<file path="src/rtl/core/debounced_button_hold_repeat_defines.svh">
// ---------------------------------------------------------------------------
// debounced_button_hold_repeat_defines.svh
// Assertion macros used by the button debounce / auto-repeat RTL.
// ---------------------------------------------------------------------------
`ifndef DEBOUNCED_BUTTON_HOLD_REPEAT_DEFINES_SVH
`define DEBOUNCED_BUTTON_HOLD_REPEAT_DEFINES_SVH

// Same-cycle implication, disabled while reset is high
`define DBHR_ASSERT_IMP(lbl, clk, rst, ante, cons, msg) \
   lbl: assert property (@(posedge clk) disable iff (rst) (ante) |-> (cons)) \
      else $error(msg);

// Next-cycle implication, disabled while reset is high
`define DBHR_ASSERT_NXT(lbl, clk, rst, ante, cons, msg) \
   lbl: assert property (@(posedge clk) disable iff (rst) (ante) |=> (cons)) \
      else $error(msg);

`endif

</file>
<file path="src/rtl/core/dbhr_pkg.sv">
// ---------------------------------------------------------------------------
// dbhr_pkg
// Widths, register indexes, reset values and event codes for the button
// debounce / auto-repeat block.
// ---------------------------------------------------------------------------
package dbhr_pkg;

   // Field widths
   localparam int NOW_BITS       = 32;
   localparam int CFG_BITS       = 16;
   localparam int EV_BITS        = 9;
   localparam int CSR_INDEX_BITS = 2;

   // Default timestamp width inside the block
   localparam int TIME_BITS_DEFAULT = 32;

   // Register indexes
   localparam logic [CSR_INDEX_BITS-1:0] REG_DEBOUNCE      = 2'd0;
   localparam logic [CSR_INDEX_BITS-1:0] REG_HOLD_INTERVAL = 2'd1;

   // Register reset values
   localparam logic [CFG_BITS-1:0] DEBOUNCE_RESET      = 16'd50;
   localparam logic [CFG_BITS-1:0] HOLD_INTERVAL_RESET = 16'd500;

   // Event codes
   localparam logic signed [EV_BITS-1:0] EV_NONE    = 9'sd0;
   localparam logic signed [EV_BITS-1:0] EV_PRESS   = 9'sd1;
   localparam logic signed [EV_BITS-1:0] EV_RELEASE = -9'sd1;
   localparam logic signed [EV_BITS-1:0] EV_MAX     = 9'sd255;

   // Quotient at or above this saturates the repeat count
   localparam logic [7:0] REPEAT_SAT_Q = 8'd254;

   // Switch levels
   localparam logic LEVEL_PRESSED  = 1'b0;
   localparam logic LEVEL_RELEASED = 1'b1;

endpackage

</file>
<file path="src/rtl/core/debounced_button_hold_repeat.sv">
// ---------------------------------------------------------------------------
// debounced_button_hold_repeat
// Debounces a polled active-low switch and produces press, release and
// hold auto-repeat events; repeat counts come from a serial divider.
// ---------------------------------------------------------------------------
//
//   channel  direction  handshake           payload
//   req      in         req_valid/req_stall req_switch_level, req_now_ms
//   rsp      out        rsp_valid/rsp_stall rsp_event_value
//   csr      in         csr_valid/csr_ready csr_index, csr_wdata
//
// Each poll gives exactly one result beat.
// A poll passes through accept, evaluate and write out, with a divide step before write out
// when a hold repeat is due: the restoring divider retires one quotient bit a cycle.
// req_stall is high from accept until the result is loaded into the output
// register; a stalled output register holds the poll in the write state.
// Synchronous active-high reset restores the register defaults and the
// released-switch state. csr_ready is always high.
// ---------------------------------------------------------------------------
`include "debounced_button_hold_repeat_defines.svh"

module debounced_button_hold_repeat #(
   parameter int TIME_BITS = dbhr_pkg::TIME_BITS_DEFAULT
) (
   input  logic                                      clock,
   input  logic                                      reset,
   // poll input
   input  logic                                      req_valid,
   output logic                                      req_stall,
   input  logic                                      req_switch_level,
   input  logic [dbhr_pkg::NOW_BITS-1:0]             req_now_ms,
   // event output
   output logic                                      rsp_valid,
   input  logic                                      rsp_stall,
   output logic signed [dbhr_pkg::EV_BITS-1:0]       rsp_event_value,
   // register writes
   input  logic                                      csr_valid,
   output logic                                      csr_ready,
   input  logic [dbhr_pkg::CSR_INDEX_BITS-1:0]       csr_index,
   input  logic [dbhr_pkg::CFG_BITS-1:0]             csr_wdata
);

   localparam int CNT_BITS = $clog2(TIME_BITS + 1);
   localparam int CB       = dbhr_pkg::CFG_BITS;
   localparam int EB       = dbhr_pkg::EV_BITS;

   typedef enum logic [1:0] {
      ST_IDLE,
      ST_EVAL,
      ST_DIVIDE,
      ST_WRITE
   } state_type;

   state_type                state_ff, state_in;
   logic                     level_ff, level_in;
   logic [TIME_BITS-1:0]     now_ff, now_in;
   logic                     accepted_ff, accepted_in;
   logic [TIME_BITS-1:0]     change_time_ff, change_time_in;
   logic                     holding_ff, holding_in;
   logic [TIME_BITS-1:0]     lre_ff, lre_in;
   logic [CB-1:0]            debounce_ff, debounce_in;
   logic [CB-1:0]            interval_ff, interval_in;
   logic [TIME_BITS-1:0]     quo_ff, quo_in;
   logic [CB-1:0]            rem_ff, rem_in;
   logic [CNT_BITS-1:0]      count_ff, count_in;
   logic signed [EB-1:0]     ev_ff, ev_in;
   logic                     rsp_valid_ff, rsp_valid_in;
   logic signed [EB-1:0]     rsp_event_ff, rsp_event_in;

   // Shared divider step and evaluation terms
   logic [CB-1:0]            iv;
   logic [TIME_BITS-1:0]     elapsed;
   logic [TIME_BITS-1:0]     since_report;
   logic [CB:0]              trial;
   logic                     trial_ge;
   logic [CB-1:0]            rem_step;
   logic [TIME_BITS-1:0]     quo_step;
   logic                     quo_sat;
   logic signed [EB-1:0]     repeat_ev;

   assign req_stall       = (state_ff != ST_IDLE);
   assign rsp_valid       = rsp_valid_ff;
   assign rsp_event_value = rsp_event_ff;
   assign csr_ready       = 1'b1;

   // A zero interval counts as one
   assign iv = (interval_ff == '0) ? CB'(1) : interval_ff;

   assign elapsed      = now_ff - change_time_ff;
   assign since_report = elapsed - lre_ff;

   // Restoring divide step: one quotient bit per cycle
   assign trial    = {rem_ff, quo_ff[TIME_BITS-1]};
   assign trial_ge = (trial >= {1'b0, iv});
   assign rem_step = trial_ge ? CB'(trial - {1'b0, iv}) : trial[CB-1:0];
   assign quo_step = {quo_ff[TIME_BITS-2:0], trial_ge};

   // Repeat count 1 + q, saturated
   assign quo_sat   = (|quo_step[TIME_BITS-1:8]) || (quo_step[7:0] >= dbhr_pkg::REPEAT_SAT_Q);
   assign repeat_ev = quo_sat ? dbhr_pkg::EV_MAX : $signed({1'b0, quo_step[7:0] + 8'd1});

   // Sequencer and datapath next values
   always_comb begin
      state_in       = state_ff;
      level_in       = level_ff;
      now_in         = now_ff;
      accepted_in    = accepted_ff;
      change_time_in = change_time_ff;
      holding_in     = holding_ff;
      lre_in         = lre_ff;
      debounce_in    = debounce_ff;
      interval_in    = interval_ff;
      quo_in         = quo_ff;
      rem_in         = rem_ff;
      count_in       = count_ff;
      ev_in          = ev_ff;
      rsp_valid_in   = rsp_valid_ff && rsp_stall;
      rsp_event_in   = rsp_event_ff;

      // register writes
      if (csr_valid) begin
         case (csr_index)
            dbhr_pkg::REG_DEBOUNCE:      debounce_in = csr_wdata;
            dbhr_pkg::REG_HOLD_INTERVAL: interval_in = csr_wdata;
            default: ;
         endcase
      end

      case (state_ff)
         ST_IDLE: begin
            if (req_valid) begin
               level_in = req_switch_level;
               now_in   = TIME_BITS'(req_now_ms);
               state_in = ST_EVAL;
            end
         end
         ST_EVAL: begin
            ev_in    = dbhr_pkg::EV_NONE;
            state_in = ST_WRITE;
            if (level_ff != accepted_ff) begin
               if (elapsed > TIME_BITS'(debounce_ff)) begin
                  if (level_ff == dbhr_pkg::LEVEL_PRESSED) begin
                     ev_in      = dbhr_pkg::EV_PRESS;
                     holding_in = 1'b1;
                     lre_in     = '0;
                  end else begin
                     ev_in      = dbhr_pkg::EV_RELEASE;
                     holding_in = 1'b0;
                  end
                  accepted_in    = level_ff;
                  change_time_in = now_ff;
               end
            end else if (holding_ff && (elapsed > lre_ff) &&
                         (since_report > TIME_BITS'(iv))) begin
               lre_in   = elapsed;
               quo_in   = elapsed;
               rem_in   = '0;
               count_in = CNT_BITS'(TIME_BITS);
               state_in = ST_DIVIDE;
            end
         end
         ST_DIVIDE: begin
            quo_in   = quo_step;
            rem_in   = rem_step;
            count_in = count_ff - CNT_BITS'(1);
            if (count_ff == CNT_BITS'(1)) begin
               ev_in    = repeat_ev;
               state_in = ST_WRITE;
            end
         end
         ST_WRITE: begin
            if (!rsp_valid_ff || !rsp_stall) begin
               rsp_valid_in = 1'b1;
               rsp_event_in = ev_ff;
               state_in     = ST_IDLE;
            end
         end
         default: state_in = ST_IDLE;
      endcase
   end

   // State and registered outputs
   always_ff @(posedge clock) begin
      if (reset) begin
         state_ff       <= ST_IDLE;
         accepted_ff    <= dbhr_pkg::LEVEL_RELEASED;
         change_time_ff <= '0;
         holding_ff     <= 1'b0;
         lre_ff         <= '0;
         debounce_ff    <= dbhr_pkg::DEBOUNCE_RESET;
         interval_ff    <= dbhr_pkg::HOLD_INTERVAL_RESET;
         count_ff       <= '0;
         rsp_valid_ff   <= 1'b0;
      end else begin
         state_ff       <= state_in;
         accepted_ff    <= accepted_in;
         change_time_ff <= change_time_in;
         holding_ff     <= holding_in;
         lre_ff         <= lre_in;
         debounce_ff    <= debounce_in;
         interval_ff    <= interval_in;
         count_ff       <= count_in;
         rsp_valid_ff   <= rsp_valid_in;
      end
      level_ff     <= level_in;
      now_ff       <= now_in;
      quo_ff       <= quo_in;
      rem_ff       <= rem_in;
      ev_ff        <= ev_in;
      rsp_event_ff <= rsp_event_in;
   end

   // Checks
   `DBHR_ASSERT_IMP(a_hold_matches_level, clock, reset, 1'b1, holding_ff != accepted_ff, "holding out of step with accepted level")
   `DBHR_ASSERT_NXT(a_divide_counts_down, clock, reset, state_ff == ST_DIVIDE, (state_ff == ST_WRITE) || ((state_ff == ST_DIVIDE) && (count_ff == $past(count_ff) - CNT_BITS'(1))), "divider count did not step")
   `DBHR_ASSERT_IMP(a_rem_below_divisor, clock, reset, state_ff == ST_DIVIDE, rem_ff < iv, "partial remainder not below divisor")
   `DBHR_ASSERT_IMP(a_rsp_from_write, clock, reset, $rose(rsp_valid_ff), $past(state_ff) == ST_WRITE, "result beat raised outside write state")

endmodule
</file>
<file path="config.mk">
export PLATFORM = sky130hd
export DESIGN_NAME = debounced_button_hold_repeat
export DESIGN_NICKNAME = d
export VERILOG_FILES = /design/src/rtl/core/dbhr_pkg.sv /design/src/rtl/core/debounced_button_hold_repeat.sv
export VERILOG_INCLUDE_DIRS = /design/src /design/src/rtl/core
export SDC_FILE = /design/constraint.sdc
export NUM_CORES = 1
export LEC_CHECK = 0
export ABC_AREA = 1
export BUFFER_PORTS_ARGS = -buffer_cell sky130_fd_sc_hd__buf_2
export CORE_ASPECT_RATIO = 1.1
export CORE_MARGIN = 2
export CORE_UTILIZATION = 45
export CTS_CLUSTER_SIZE = 40
export DETAILED_ROUTE_END_ITERATION = 8
export SLEW_MARGIN = 10
export SYNTH_ARGS = -nofsm -noshare
export SYNTH_HDL_FRONTEND = slang
export SYNTH_SLANG_ARGS = --single-unit
</file>
<file path="constraint.sdc">
create_clock -name clock -period 6.8 [get_ports clock]
set_input_delay 2.04 -clock clock [delete_from_list [all_inputs] [get_ports clock]]
set_output_delay 2.04 -clock clock [all_outputs]
set_load 0.1 [all_outputs]
</file>
-- Yosys cells after proc, flatten, opt, wreduce, memory -nomap -nowiden
Cells that the tools add are included.
- flip-flop bits (word level): 206
- input bits: 56
- output and inout port bits: 12
- word-level logic and storage cells: 90
- add/subtract/negate cells: 5
- $lt $le $gt $ge: 5
- equality and inequality tests: 13
- mux-type cells: 29
- reduce and logical (&&, ||, !) cells: 23
- operators by type and width (operator ; count):
    $mux 32 ; 5
    $gt 32x16->1 ; 2
    $mux 16 ; 4
    $pmux 32 s2 ; 1
    $sub 32x32->32 ; 2
    $mux 9 ; 4
    $gt 32x32->1 ; 1
    $pmux 16 s2 ; 1
    $reduce_or 24->1 ; 1
    $pmux 9 s2 ; 1
    $ge 17x16->1 ; 1
    $logic_not 16->1 ; 1
    $sub 16x16->16 ; 1
    $mux 6 ; 2
    $ne 2x2->1 const B ; 6
    $pmux 6 s2 ; 1
    $reduce_and 2->1 ; 5
    $reduce_and 3->1 ; 3
    $add 8x1->8 const B ; 1
    $ge 8x8->1 const B ; 1
    $mux 8 ; 1
    $pmux 2 s4 ; 1
    $eq 6x1->1 const B ; 1
    $mux 2 ; 3
    other kinds (12) ; 25

-- Logic depth before layout (Yosys ltp)
Gate-level depths: netlist (run 1).
- depth after elaboration: 8
- depth in mapped cells: 38
- mapped depth without buffers: 37

-- Worst setup path after synthesis (run 1)
OpenSTA, ideal clock, no wires.
- kind: register to register
- start point: register now_ff[0]
- end point: register quo_ff[0], enable pin
- setup time: 402 ps
- data arrival time: 4808 ps
- required time: 6398 ps
- path slack: 1590 ps
- cell stages (with the launch flop): 35
- buffers on the path: 0
- clock period less this slack: 5210 ps
- path through: edfxtp_1 -> inv_1 -> ha_1 -> inv_1 -> fa_1 -> nand2_1 -> nand2_1 -> nand3_1 -> nand2_1 -> nand2_1 -> nand2_2 -> xor2_1 -> ha_1 -> nand2_1 -> inv_1 -> nand2_1 -> inv_1 -> a21oi_1 -> nand2_1 -> xor2_1 -> ha_1 -> nand4_1 -> nor2_1 -> nand2_1 -> nand2_1 -> nand2_1 -> nand3_1 -> nor2_1 -> nand2_1 -> nor2_1 -> nand2_1 -> nand2_2 -> nand2_2 -> nand2_2 -> inv_1
- longest elaborated chain between the ends: 6
- elaborated cells on any way between the ends: 8
- classes of those cells: add/sub: 2; order compare: 2; eq/ne: 1; reduce/logical: 3
- ends and longest elaborated chain (element ; line ; source):
    from (decl) ; debounced_button_hold_repeat.sv:56 ; logic [TIME_BITS-1:0] now_ff, now_in;
    from (signal assigned) ; debounced_button_hold_repeat.sv:206 ; now_ff <= now_in;
    $sub 32x32->32 * ; debounced_button_hold_repeat.sv:89 ; assign elapsed = now_ff - change_time_ff;
    $sub 32x32->32 / $gt 32x32->1 (equally long branches) ; debounced_button_hold_repeat.sv:90, debounced_button_hold_repeat.sv:153 ;
    $gt 32x16->1 / $logic_and 1x1->1 (equally long branches) ; debounced_button_hold_repeat.sv:154, debounced_button_hold_repeat.sv:153 ;
    $logic_and 1x1->1 * ; debounced_button_hold_repeat.sv:153 ; end else if (holding_ff && (elapsed > lre_ff) &&
    $ne 2x2->1 (no source line) * ; n/a ;
    $reduce_and 3->1 (no source line) * ; n/a ;
    to (signal assigned) ; debounced_button_hold_repeat.sv:207 ; quo_ff <= quo_in;
    to (decl) ; debounced_button_hold_repeat.sv:63 ; logic [TIME_BITS-1:0] quo_ff, quo_in;
Every way passes the cells marked *; elsewhere a longest branch is shown, timed or not.
A chain may end at the register's enable or synchronous reset.

-- Worst setup path after layout (run 1)
- start point: register now_ff[0]
- end point: register quo_ff[24], enable pin
Same word-level chain as after synthesis.

==> flow_summary.html, run 1 <==
<table>
<tr><th>Metric</th><th>Value</th></tr>
<tr><th colspan="2">Min path</th></tr>
<tr><td>Hold Crit Class</td><td>flop to flop</td></tr>
<tr><td>Number of cells on the worst hold path</td><td>0</td></tr>
<tr><td>Min-Delay Startpoint</td><td>ev_ff[5]</td></tr>
<tr><td>Hold Path End</td><td>rsp_event_value[5]</td></tr>
<tr><th colspan="2">Logic synthesis</th></tr>
<tr><td>Total of flip-flops plus latches after synthesis</td><td>206</td></tr>
<tr><td>Sequential fraction of the synthesis area</td><td>0.336</td></tr>
<tr><td>Syn Nets</td><td>2408</td></tr>
<tr><td>Count of flip-flops with a built-in enable after synthesis</td><td>99</td></tr>
<tr><td>Warnings, synthesis</td><td>0</td></tr>
<tr><td>Post-Synthesis Cell Area</td><td>0.0152 sq mm</td></tr>
<tr><td>Mean Syn Cell Area</td><td>6.84 sq um</td></tr>
<tr><td>Number of distinct library cell variants in the gate-level netlist after synthesis</td><td>51</td></tr>
<tr><td>FFs w/ async S/R, synth</td><td>0</td></tr>
<tr><td>Top flip-flop cell by instance count after synthesis</td><td>dfxtp_1</td></tr>
<tr><td>Post-synthesis instance total</td><td>2228</td></tr>
<tr><th colspan="2">Routing</th></tr>
<tr><td>Average wire length per cell after detail routing</td><td>15.4 um</td></tr>
<tr><td>Number of iterations in the first detailed-routing pass</td><td>6</td></tr>
<tr><td>DRT iter0 DRCs</td><td>768</td></tr>
<tr><td>Number of design rule violations left after detail routing</td><td>0</td></tr>
<tr><td>DRT Wirelength</td><td>42100 um</td></tr>
<tr><td>Number of vias after detailed routing</td><td>13800</td></tr>
<tr><td>Antenna violation net count after detailed routing</td><td>0</td></tr>
<tr><td>Vias per std cell</td><td>5.06</td></tr>
<tr><th colspan="2">Clock tree</th></tr>
<tr><td>Post-cts gate resize count</td><td>0</td></tr>
<tr><td>Number of buffers created by CTS</td><td>25</td></tr>
<tr><td>Clock tree root driver cell</td><td>clkbuf_16</td></tr>
<tr><td>Num Clock Sinks</td><td>206</td></tr>
<tr><td>Longest Clk Path Bufs</td><td>3</td></tr>
<tr><td>Number of H-tree levels</td><td>1</td></tr>
<tr><td>Clk Latency, worst-skew pair</td><td>550 ps</td></tr>
<tr><td>CTS tree</td><td>built</td></tr>
<tr><td>Clk slew on worst S/H paths</td><td>60 ps</td></tr>
<tr><td>Setup bufs post-CTS</td><td>0</td></tr>
<tr><td>Hold_buf cts</td><td>0</td></tr>
<tr><th colspan="2">Power</th></tr>
<tr><td>Sequential share of power</td><td>0.211</td></tr>
<tr><td>Pwr Density</td><td>561 mW/mm^2</td></tr>
<tr><td>Max IR drop VDD</td><td>254 uV</td></tr>
<tr><td>Switching power as a share of total power</td><td>0.509</td></tr>
<tr><td>Switching power total</td><td>4790 uW</td></tr>
<tr><td>Static leakage</td><td>0.00834 uW</td></tr>
<tr><td>Part of the total power dissipated in the clock network</td><td>0.147</td></tr>
<tr><td>Combinational fraction of design power</td><td>0.642</td></tr>
<tr><td>Int Pwr</td><td>4620 uW</td></tr>
<tr><th colspan="2">GRT</th></tr>
<tr><td>Number of global-route vias before repair</td><td>13700</td></tr>
<tr><td>Pin count of the biggest net entering global routing</td><td>65</td></tr>
<tr><td>Global-route wire length before repair</td><td>69200 um</td></tr>
<tr><td>Antenna violations before repair</td><td>0</td></tr>
<tr><td>Global router's overall resource usage</td><td>0.242</td></tr>
<tr><td>Overall overflow remaining after global route</td><td>0</td></tr>
<tr><th colspan="2">Die</th></tr>
<tr><td>Cell row count</td><td>70</td></tr>
<tr><td>Die outline area</td><td>0.0353 sq mm</td></tr>
<tr><td>Die boundary height</td><td>197 um</td></tr>
<tr><td>Total core area</td><td>0.0333 sq mm</td></tr>
<tr><td>Number of top-level design ports</td><td>68</td></tr>
<tr><td>Effective utilization at floorplan</td><td>0.458</td></tr>
<tr><td>Horiz. Die Dim</td><td>179 um</td></tr>
<tr><th colspan="2">STA</th></tr>
<tr><td>RSZ-0062 raised after global routing</td><td>false</td></tr>
<tr><td>Number of hold-slack violations in the final timing report</td><td>0</td></tr>
<tr><td>Worst Slack Setup Final</td><td>1440 ps</td></tr>
<tr><td>Final count of negative-setup-slack endpoints</td><td>0</td></tr>
<tr><td>Timing-limited maximum frequency</td><td>187 MHz</td></tr>
<tr><td>Tcrit/Tclk final</td><td>0.788</td></tr>
<tr><td>Total negative slack for setup checks</td><td>0 ps</td></tr>
<tr><td>Slew of the pin with the lowest slew margin</td><td>973 ps</td></tr>
<tr><td>Post-layout minimum cycle time</td><td>5360 ps</td></tr>
<tr><td>Worst-case clock skew</td><td>21.1 ps</td></tr>
<tr><td>Number of pins exceeding their max-slew limit in the final report</td><td>0</td></tr>
<tr><td>Worst max-slew margin expressed relative to the limit</td><td>0.351</td></tr>
<tr><th colspan="2">Setup path</th></tr>
<tr><td>Reg-to-Reg Start</td><td>now_ff[0]</td></tr>
<tr><td>Standard cell with the maximum stage delay on the critical path</td><td>fa_1</td></tr>
<tr><td>R2r setup slk</td><td>1440 ps</td></tr>
<tr><td>Data arrival time of the worst path</td><td>5570 ps</td></tr>
<tr><td>Length in cells of the worst reg-to-reg path</td><td>36</td></tr>
<tr><td>Kind of end point of the critical path</td><td>flop</td></tr>
<tr><td>End of the worst register-to-register path</td><td>quo_ff[24]</td></tr>
<tr><td>Delay of the slowest cell on the worst path</td><td>410 ps</td></tr>
<tr><td>Type of the worst setup path</td><td>flop to flop</td></tr>
<tr><td>Critical path's most frequent cell</td><td>nand2_1</td></tr>
<tr><td>Kind of launch point of the worst setup path</td><td>flop</td></tr>
<tr><td>Maximum fanout along the worst path</td><td>47</td></tr>
<tr><td>Crit path required time</td><td>7010 ps</td></tr>
<tr><th colspan="2">Placement</th></tr>
<tr><td>Placer's final routability congestion estimate</td><td>0.986</td></tr>
<tr><td>Port bufs</td><td>66</td></tr>
<tr><td>Dpl ws</td><td>1440 ps</td></tr>
<tr><td>Half-perimeter wire length after detailed placement</td><td>32900 um</td></tr>
<tr><td>Area after DPL</td><td>0.0159 sq mm</td></tr>
<tr><th colspan="2">Job</th></tr>
<tr><td>Max cap viols</td><td>0</td></tr>
<tr><th colspan="2">Cells and area</th></tr>
<tr><td>Final non-filler cell area</td><td>0.0168 sq mm</td></tr>
<tr><td>Fin nets</td><td>2457</td></tr>
<tr><td>Filler Cell Count</td><td>3424</td></tr>
<tr><td>N_diodes</td><td>0</td></tr>
<tr><td>Area added between synthesis and finish</td><td>10.1%</td></tr>
<tr><td>Fraction of final layout cells with drive strength greater than 1</td><td>0.0915</td></tr>
<tr><th colspan="2">Status</th></tr>
<tr><td>Outcome</td><td>finished, final reports clean</td></tr>
</table>
[metrics by stage]
stage          cells   util  power, uW  hold WS, ps
2_1_floorplan   2228      -       6540          400
3_3_place_gp    2682  0.478       7960          404
3_5_place_dp    2682  0.478       8030          407
4_1_cts         2728  0.504       9460          410
5_1_grt         2728  0.504      10400          426
6_report        2728  0.504       9410          414
[worst max path at each step]
stage / start / to
3_5_place_dp: now_ff[0] / quo_ff[31]
2_1_floorplan: now_ff[0] / quo_ff[0]
5_1_grt: now_ff[0] / quo_ff[24]
6_report: now_ff[0] / quo_ff[24]
4_1_cts: now_ff[0] / quo_ff[20]
3_3_place_gp: now_ff[0] / quo_ff[31]
[layer usage]
layer | wire length, um | vias up | GRT usage
li1 | - | 7162 | -
met1 | 17900 | 6254 | 0.280
met2 | 20900 | 285 | 0.450
met3 | 1500 | 90 | 0.0211
met4 | 1910 | 0 | 0.113
met5 | 0 | - | 0
[registers in the layout, summed over array words and instances, names as in the netlist, 2 cells and up]
register	cells
now_ff	32
state_ff	2
debounce_ff	16
rem_ff	16
ev_ff	9
quo_ff	32
lre_ff	32
count_ff	6
rsp_event_value	9
interval_ff	16
change_time_ff	32
[cell usage in the layout, fill, tap and decap left out, types with 9 or more instances in the layout]
cell,instances
buf_2,66
nand3_2,30
a31oi_1,10
nand4_1,27
o211ai_1,11
ha_1,121
nand3b_1,9
buf_4,9
nor2_2,14
nand2_1,690
edfxtp_1,99
inv_1,370
a21oi_1,144
nor2_1,217
nand3_1,95
nor3_1,14
inv_2,9
dfxtp_1,107
xor2_1,40
nand2_2,15
o21ai_0,86
clkbuf_16,26
[power by group through the flow]
stage	logic, uW	registers [uW]	clock network [uW]
2_1_floorplan	4530	2010	0
3_3_place_gp	5950	2000	0
3_5_place_dp	6020	2010	0
4_1_cts	6040	1990	1420
5_1_grt	6950	2030	1460
6_report	6040	1990	1380
[cell type report]
class                   instances  area, sq um  area share
inverters                     379         1420      0.0848
multi-input cells            1589         8420       0.502
repair buffers                 76          418      0.0249
flip-flops and latches        206         5110       0.305
clock buffers                  27          664      0.0396
well taps                     432          541      0.0322
clock inverters                19          191      0.0114
[cell families after synthesis]
family	share of synthesized area
XOR/XNOR	0.0270
flip-flops	0.336
buffers and inverters	0.112
AO/OA/AOI/OAI	0.0986
other	0.000246
AND/OR/NAND/NOR	0.323
adder cells (fa/ha/maj)	0.103
[synthesized netlist by cell type, types with 6 or more instances]
master	number	area, sq um
nand3_2	30	300
inv_1	371	1390
a21oi_1	144	721
edfxtp_1	99	2970
o211ai_1	11	82.6
nand3_1	95	475
clkbuf_1	31	116
o21ai_0	86	430
nor3_1	14	70.1
nand4_1	27	169
a31oi_1	10	62.6
o21bai_1	6	45.0
nor4_1	6	37.5
ha_1	121	1510
nand2_2	15	93.8
nor2_1	218	818
nand2_1	690	2590
xnor2_1	7	61.3
xor2_1	40	350
dfxtp_1	107	2140
nand3b_1	9	67.6
buf_2	9	45.0
inv_2	7	26.3
nor2_2	14	87.6
[critical path, delay by kind of cell, from the launching register on]
family	cells	cell delay [ps]
and+or+nand+nor	22	1980
adders and majority gates	4	1260
buffers and inverters	6	660
xor gates and xnor gates	2	510
DFF	1	380
AOI/OAI and AO/OA	2	210
(Power assumes the default switching activity.)
==> run 2, diff against run 1 <==
Clock period 6.8 ns to 5.1 ns, I/O delays scaled along.
==> run 2 against run 1 <==
Compared with the run above: maximum frequency is 8.3% higher; non-clock buffer count is 48 higher; clock skew down 2.1 ps; setup slack lost 1300 ps; global-route usage fell by 0.34 points; via count rose by 2.8%; flip-flop and latch count unchanged; critical path depth did not move; clock power is 46% higher; critical endpoint is now quo_ff[25]; largest power group unchanged.
==> flow_summary.html, run 2 (synthesis gave the netlist of run 1 again) <==
<table>
<tr><th>Metric</th><th>Value</th></tr>
<tr><th colspan="2">Status</th></tr>
<tr><td>Outcome</td><td>finished, final reports clean</td></tr>
<tr><th colspan="2">Power</th></tr>
<tr><td>Pwr Density</td><td>788 mW/mm^2</td></tr>
<tr><td>Static leakage</td><td>0.00873 uW</td></tr>
<tr><td>Max IR drop VDD</td><td>360 uV</td></tr>
<tr><th colspan="2">Clock tree</th></tr>
<tr><td>Number of H-tree levels</td><td>1</td></tr>
<tr><td>Clock tree root driver cell</td><td>clkbuf_16</td></tr>
<tr><td>Clk slew on worst S/H paths</td><td>60 ps</td></tr>
<tr><td>Clk Latency, worst-skew pair</td><td>560 ps</td></tr>
<tr><td>Num Clock Sinks</td><td>206</td></tr>
<tr><td>Number of buffers created by CTS</td><td>26</td></tr>
<tr><td>Longest Clk Path Bufs</td><td>3</td></tr>
<tr><td>CTS tree</td><td>built</td></tr>
<tr><th colspan="2">Placement</th></tr>
<tr><td>Placer's final routability congestion estimate</td><td>1.00</td></tr>
<tr><td>Area after DPL</td><td>0.0161 sq mm</td></tr>
<tr><td>Dpl ws</td><td>118 ps</td></tr>
<tr><td>Port bufs</td><td>66</td></tr>
<tr><td>Half-perimeter wire length after detailed placement</td><td>32700 um</td></tr>
<tr><td>Count of placed standard cells including taps</td><td>2704</td></tr>
<tr><th colspan="2">Cells and area</th></tr>
<tr><td>N_diodes</td><td>0</td></tr>
<tr><td>Fin nets</td><td>2508</td></tr>
<tr><td>Most used cells in the layout excluding fill and tap cells</td><td>nand2_1 (667), inv_1 (364), nor2_1 (211)</td></tr>
<tr><td>Fin util</td><td>0.537</td></tr>
<tr><td>Final non-filler cell area</td><td>0.0179 sq mm</td></tr>
<tr><td>Area added between synthesis and finish</td><td>17.3%</td></tr>
<tr><td>Fraction of final layout cells with drive strength greater than 1</td><td>0.147</td></tr>
<tr><td>Cell Count, Final, Fillers Out</td><td>2780</td></tr>
<tr><td>Most common library cell in the layout ignoring fill and taps</td><td>nand2_1</td></tr>
<tr><th colspan="2">Setup path</th></tr>
<tr><td>Reg-to-Reg Start</td><td>now_ff[0]</td></tr>
<tr><td>Kind of launch point of the worst setup path</td><td>flop</td></tr>
<tr><td>Standard cell with the maximum stage delay on the critical path</td><td>fa_2</td></tr>
<tr><td>Largest delay contributor family on the critical path</td><td>simple AND/OR/NAND/NOR gates</td></tr>
<tr><td>Number of buffers and inverters on the critical path</td><td>8</td></tr>
<tr><td>Maximum fanout along the worst path</td><td>7</td></tr>
<tr><td>Type of the worst setup path</td><td>flop to flop</td></tr>
<tr><td>Length in cells of the worst reg-to-reg path</td><td>36</td></tr>
<tr><td>R2r setup slk</td><td>150 ps</td></tr>
<tr><td>Data arrival time of the worst path</td><td>5260 ps</td></tr>
<tr><td>Critical path's most frequent cell</td><td>nand2_1</td></tr>
<tr><td>Destination of the critical timing path</td><td>quo_ff[25]</td></tr>
<tr><td>Crit path launch</td><td>now_ff[0]</td></tr>
<tr><td>Crit path required time</td><td>5410 ps</td></tr>
<tr><td>Delay of the slowest cell on the worst path</td><td>410 ps</td></tr>
<tr><td>Kind of end point of the critical path</td><td>flop</td></tr>
<tr><td>Depth of the critical timing path with buffers and inverters included</td><td>36</td></tr>
<tr><td>End of the worst register-to-register path</td><td>quo_ff[25]</td></tr>
<tr><th colspan="2">Routing</th></tr>
<tr><td>DRT iter0 DRCs</td><td>760</td></tr>
<tr><td>Number of iterations in the first detailed-routing pass</td><td>7</td></tr>
<tr><td>Number of vias after detailed routing</td><td>14200</td></tr>
<tr><td>Number of design rule violations left after detail routing</td><td>0</td></tr>
<tr><td>DRT Wirelength</td><td>44000 um</td></tr>
<tr><td>Antenna violation net count after detailed routing</td><td>0</td></tr>
<tr><td>Vias per std cell</td><td>5.10</td></tr>
<tr><td>Average wire length per cell after detail routing</td><td>15.8 um</td></tr>
<tr><th colspan="2">STA</th></tr>
<tr><td>Worst max-slew margin expressed relative to the limit</td><td>0.202</td></tr>
<tr><td>Final count of negative-setup-slack endpoints</td><td>0</td></tr>
<tr><td>RSZ-0062 raised after global routing</td><td>true</td></tr>
<tr><td>Number of pins exceeding their max-slew limit in the final report</td><td>0</td></tr>
<tr><td>Post-layout minimum cycle time</td><td>4950 ps</td></tr>
<tr><td>Worst-case clock skew</td><td>19.0 ps</td></tr>
<tr><td>Slew of the pin with the lowest slew margin</td><td>1190 ps</td></tr>
<tr><td>Number of hold-slack violations in the final timing report</td><td>0</td></tr>
<tr><td>Worst Slack Setup Final</td><td>153 ps</td></tr>
<tr><td>Timing-limited maximum frequency</td><td>202 MHz</td></tr>
<tr><td>Tcrit/Tclk final</td><td>0.970</td></tr>
<tr><th colspan="2">Die</th></tr>
<tr><td>Horiz. Die Dim</td><td>179 um</td></tr>
<tr><td>Total core area</td><td>0.0333 sq mm</td></tr>
<tr><td>Effective utilization at floorplan</td><td>0.458</td></tr>
<tr><td>Die outline area</td><td>0.0353 sq mm</td></tr>
<tr><td>Cell row count</td><td>70</td></tr>
<tr><td>Number of top-level design ports</td><td>68</td></tr>
<tr><td>Die boundary height</td><td>197 um</td></tr>
<tr><th colspan="2">GRT</th></tr>
<tr><td>Overall overflow remaining after global route</td><td>0</td></tr>
<tr><td>Global router's overall resource usage</td><td>0.239</td></tr>
<tr><td>Pin count of the biggest net entering global routing</td><td>65</td></tr>
<tr><td>Global-route wire length before repair</td><td>68300 um</td></tr>
<tr><td>Number of global-route vias before repair</td><td>13600</td></tr>
<tr><td>Antenna violations before repair</td><td>0</td></tr>
<tr><th colspan="2">Min path</th></tr>
<tr><td>Hold Crit Class</td><td>flop to flop</td></tr>
<tr><th colspan="2">Job</th></tr>
<tr><td>Max cap viols</td><td>0</td></tr>
</table>
run 2: cell count changes in the layout (fill, tap and decap cells not counted), moves of 10 or more:
cell	previous run	this run
buf_4	9	47
ha_1	121	105
ha_4	0	10
nand2_1	690	667
nand2_2	15	29
nand2_4	1	11
xor2_1	40	25
xor2_2	0	10
run 2: how the worst min path moves through the flow:
stage          startpoint                 end  slack [ps]  depth (start not counted)
2_1_floorplan    ev_ff[0]  rsp_event_value[0]         400                          0
3_3_place_gp     ev_ff[3]  rsp_event_value[3]         410                          0
3_5_place_dp     ev_ff[3]  rsp_event_value[3]         410                          0
4_1_cts          ev_ff[2]  rsp_event_value[2]         420                          0
5_1_grt          ev_ff[3]  rsp_event_value[3]         440                          0
6_report         ev_ff[3]  rsp_event_value[3]         420                          0
run 2: timing repair:
action | 4_1_cts | 5_1_grt
hold buffers | 0 | 0
gates resized for setup | 0 | 106
setup endpoints to repair | 0 | 87
endpoints found under the hold margin | 0 | 0
buffers inserted | 0 | 20
run 2: final cells by class:
class / count / area [sq um]
fillers: 3282 / 15400
multi-input cells: 1591 / 8950
flip-flops and latches: 206 / 5110
inverters: 379 / 1430
repair buffers: 124 / 892
clock buffers: 31 / 753
well taps: 432 / 541
clock inverters: 17 / 196
run 2: power breakdown:
group	switching, uW	internal [uW]	total [uW]	leakage [uW]
Combinational	5960	3440	9400	0.00645
Clock	799	1220	2020	0.000469
Sequential	245	2420	2660	0.00181
run 2: per-layer routing:
layer	up-vias	global-route usage	share of wire
met4	0	0.105	0.048
met1	6473	0.278	0.41
met3	118	0.0227	0.042
li1	7260	-	-
met5	-	0	0
met2	330	0.444	0.50
run 2: worst reg2reg max path: cells and delay by family (launching register included):
family	cells	cell delay, ps
flops	1	380
compound gates	2	210
buf+inv	8	760
fa+ha+maj	4	1250
xor+xnor	2	360
simple gates	20	1760
run 2: per-stage QoR:
step	hold WS, ps	TNS [ps]	total power, uW
after floorplan	400	0	8720
after global routing	440	-10700	15400
after CTS	425	0	13100
after detailed placement	408	0	11000
after global placement	405	0	10900
final	421	0	14100
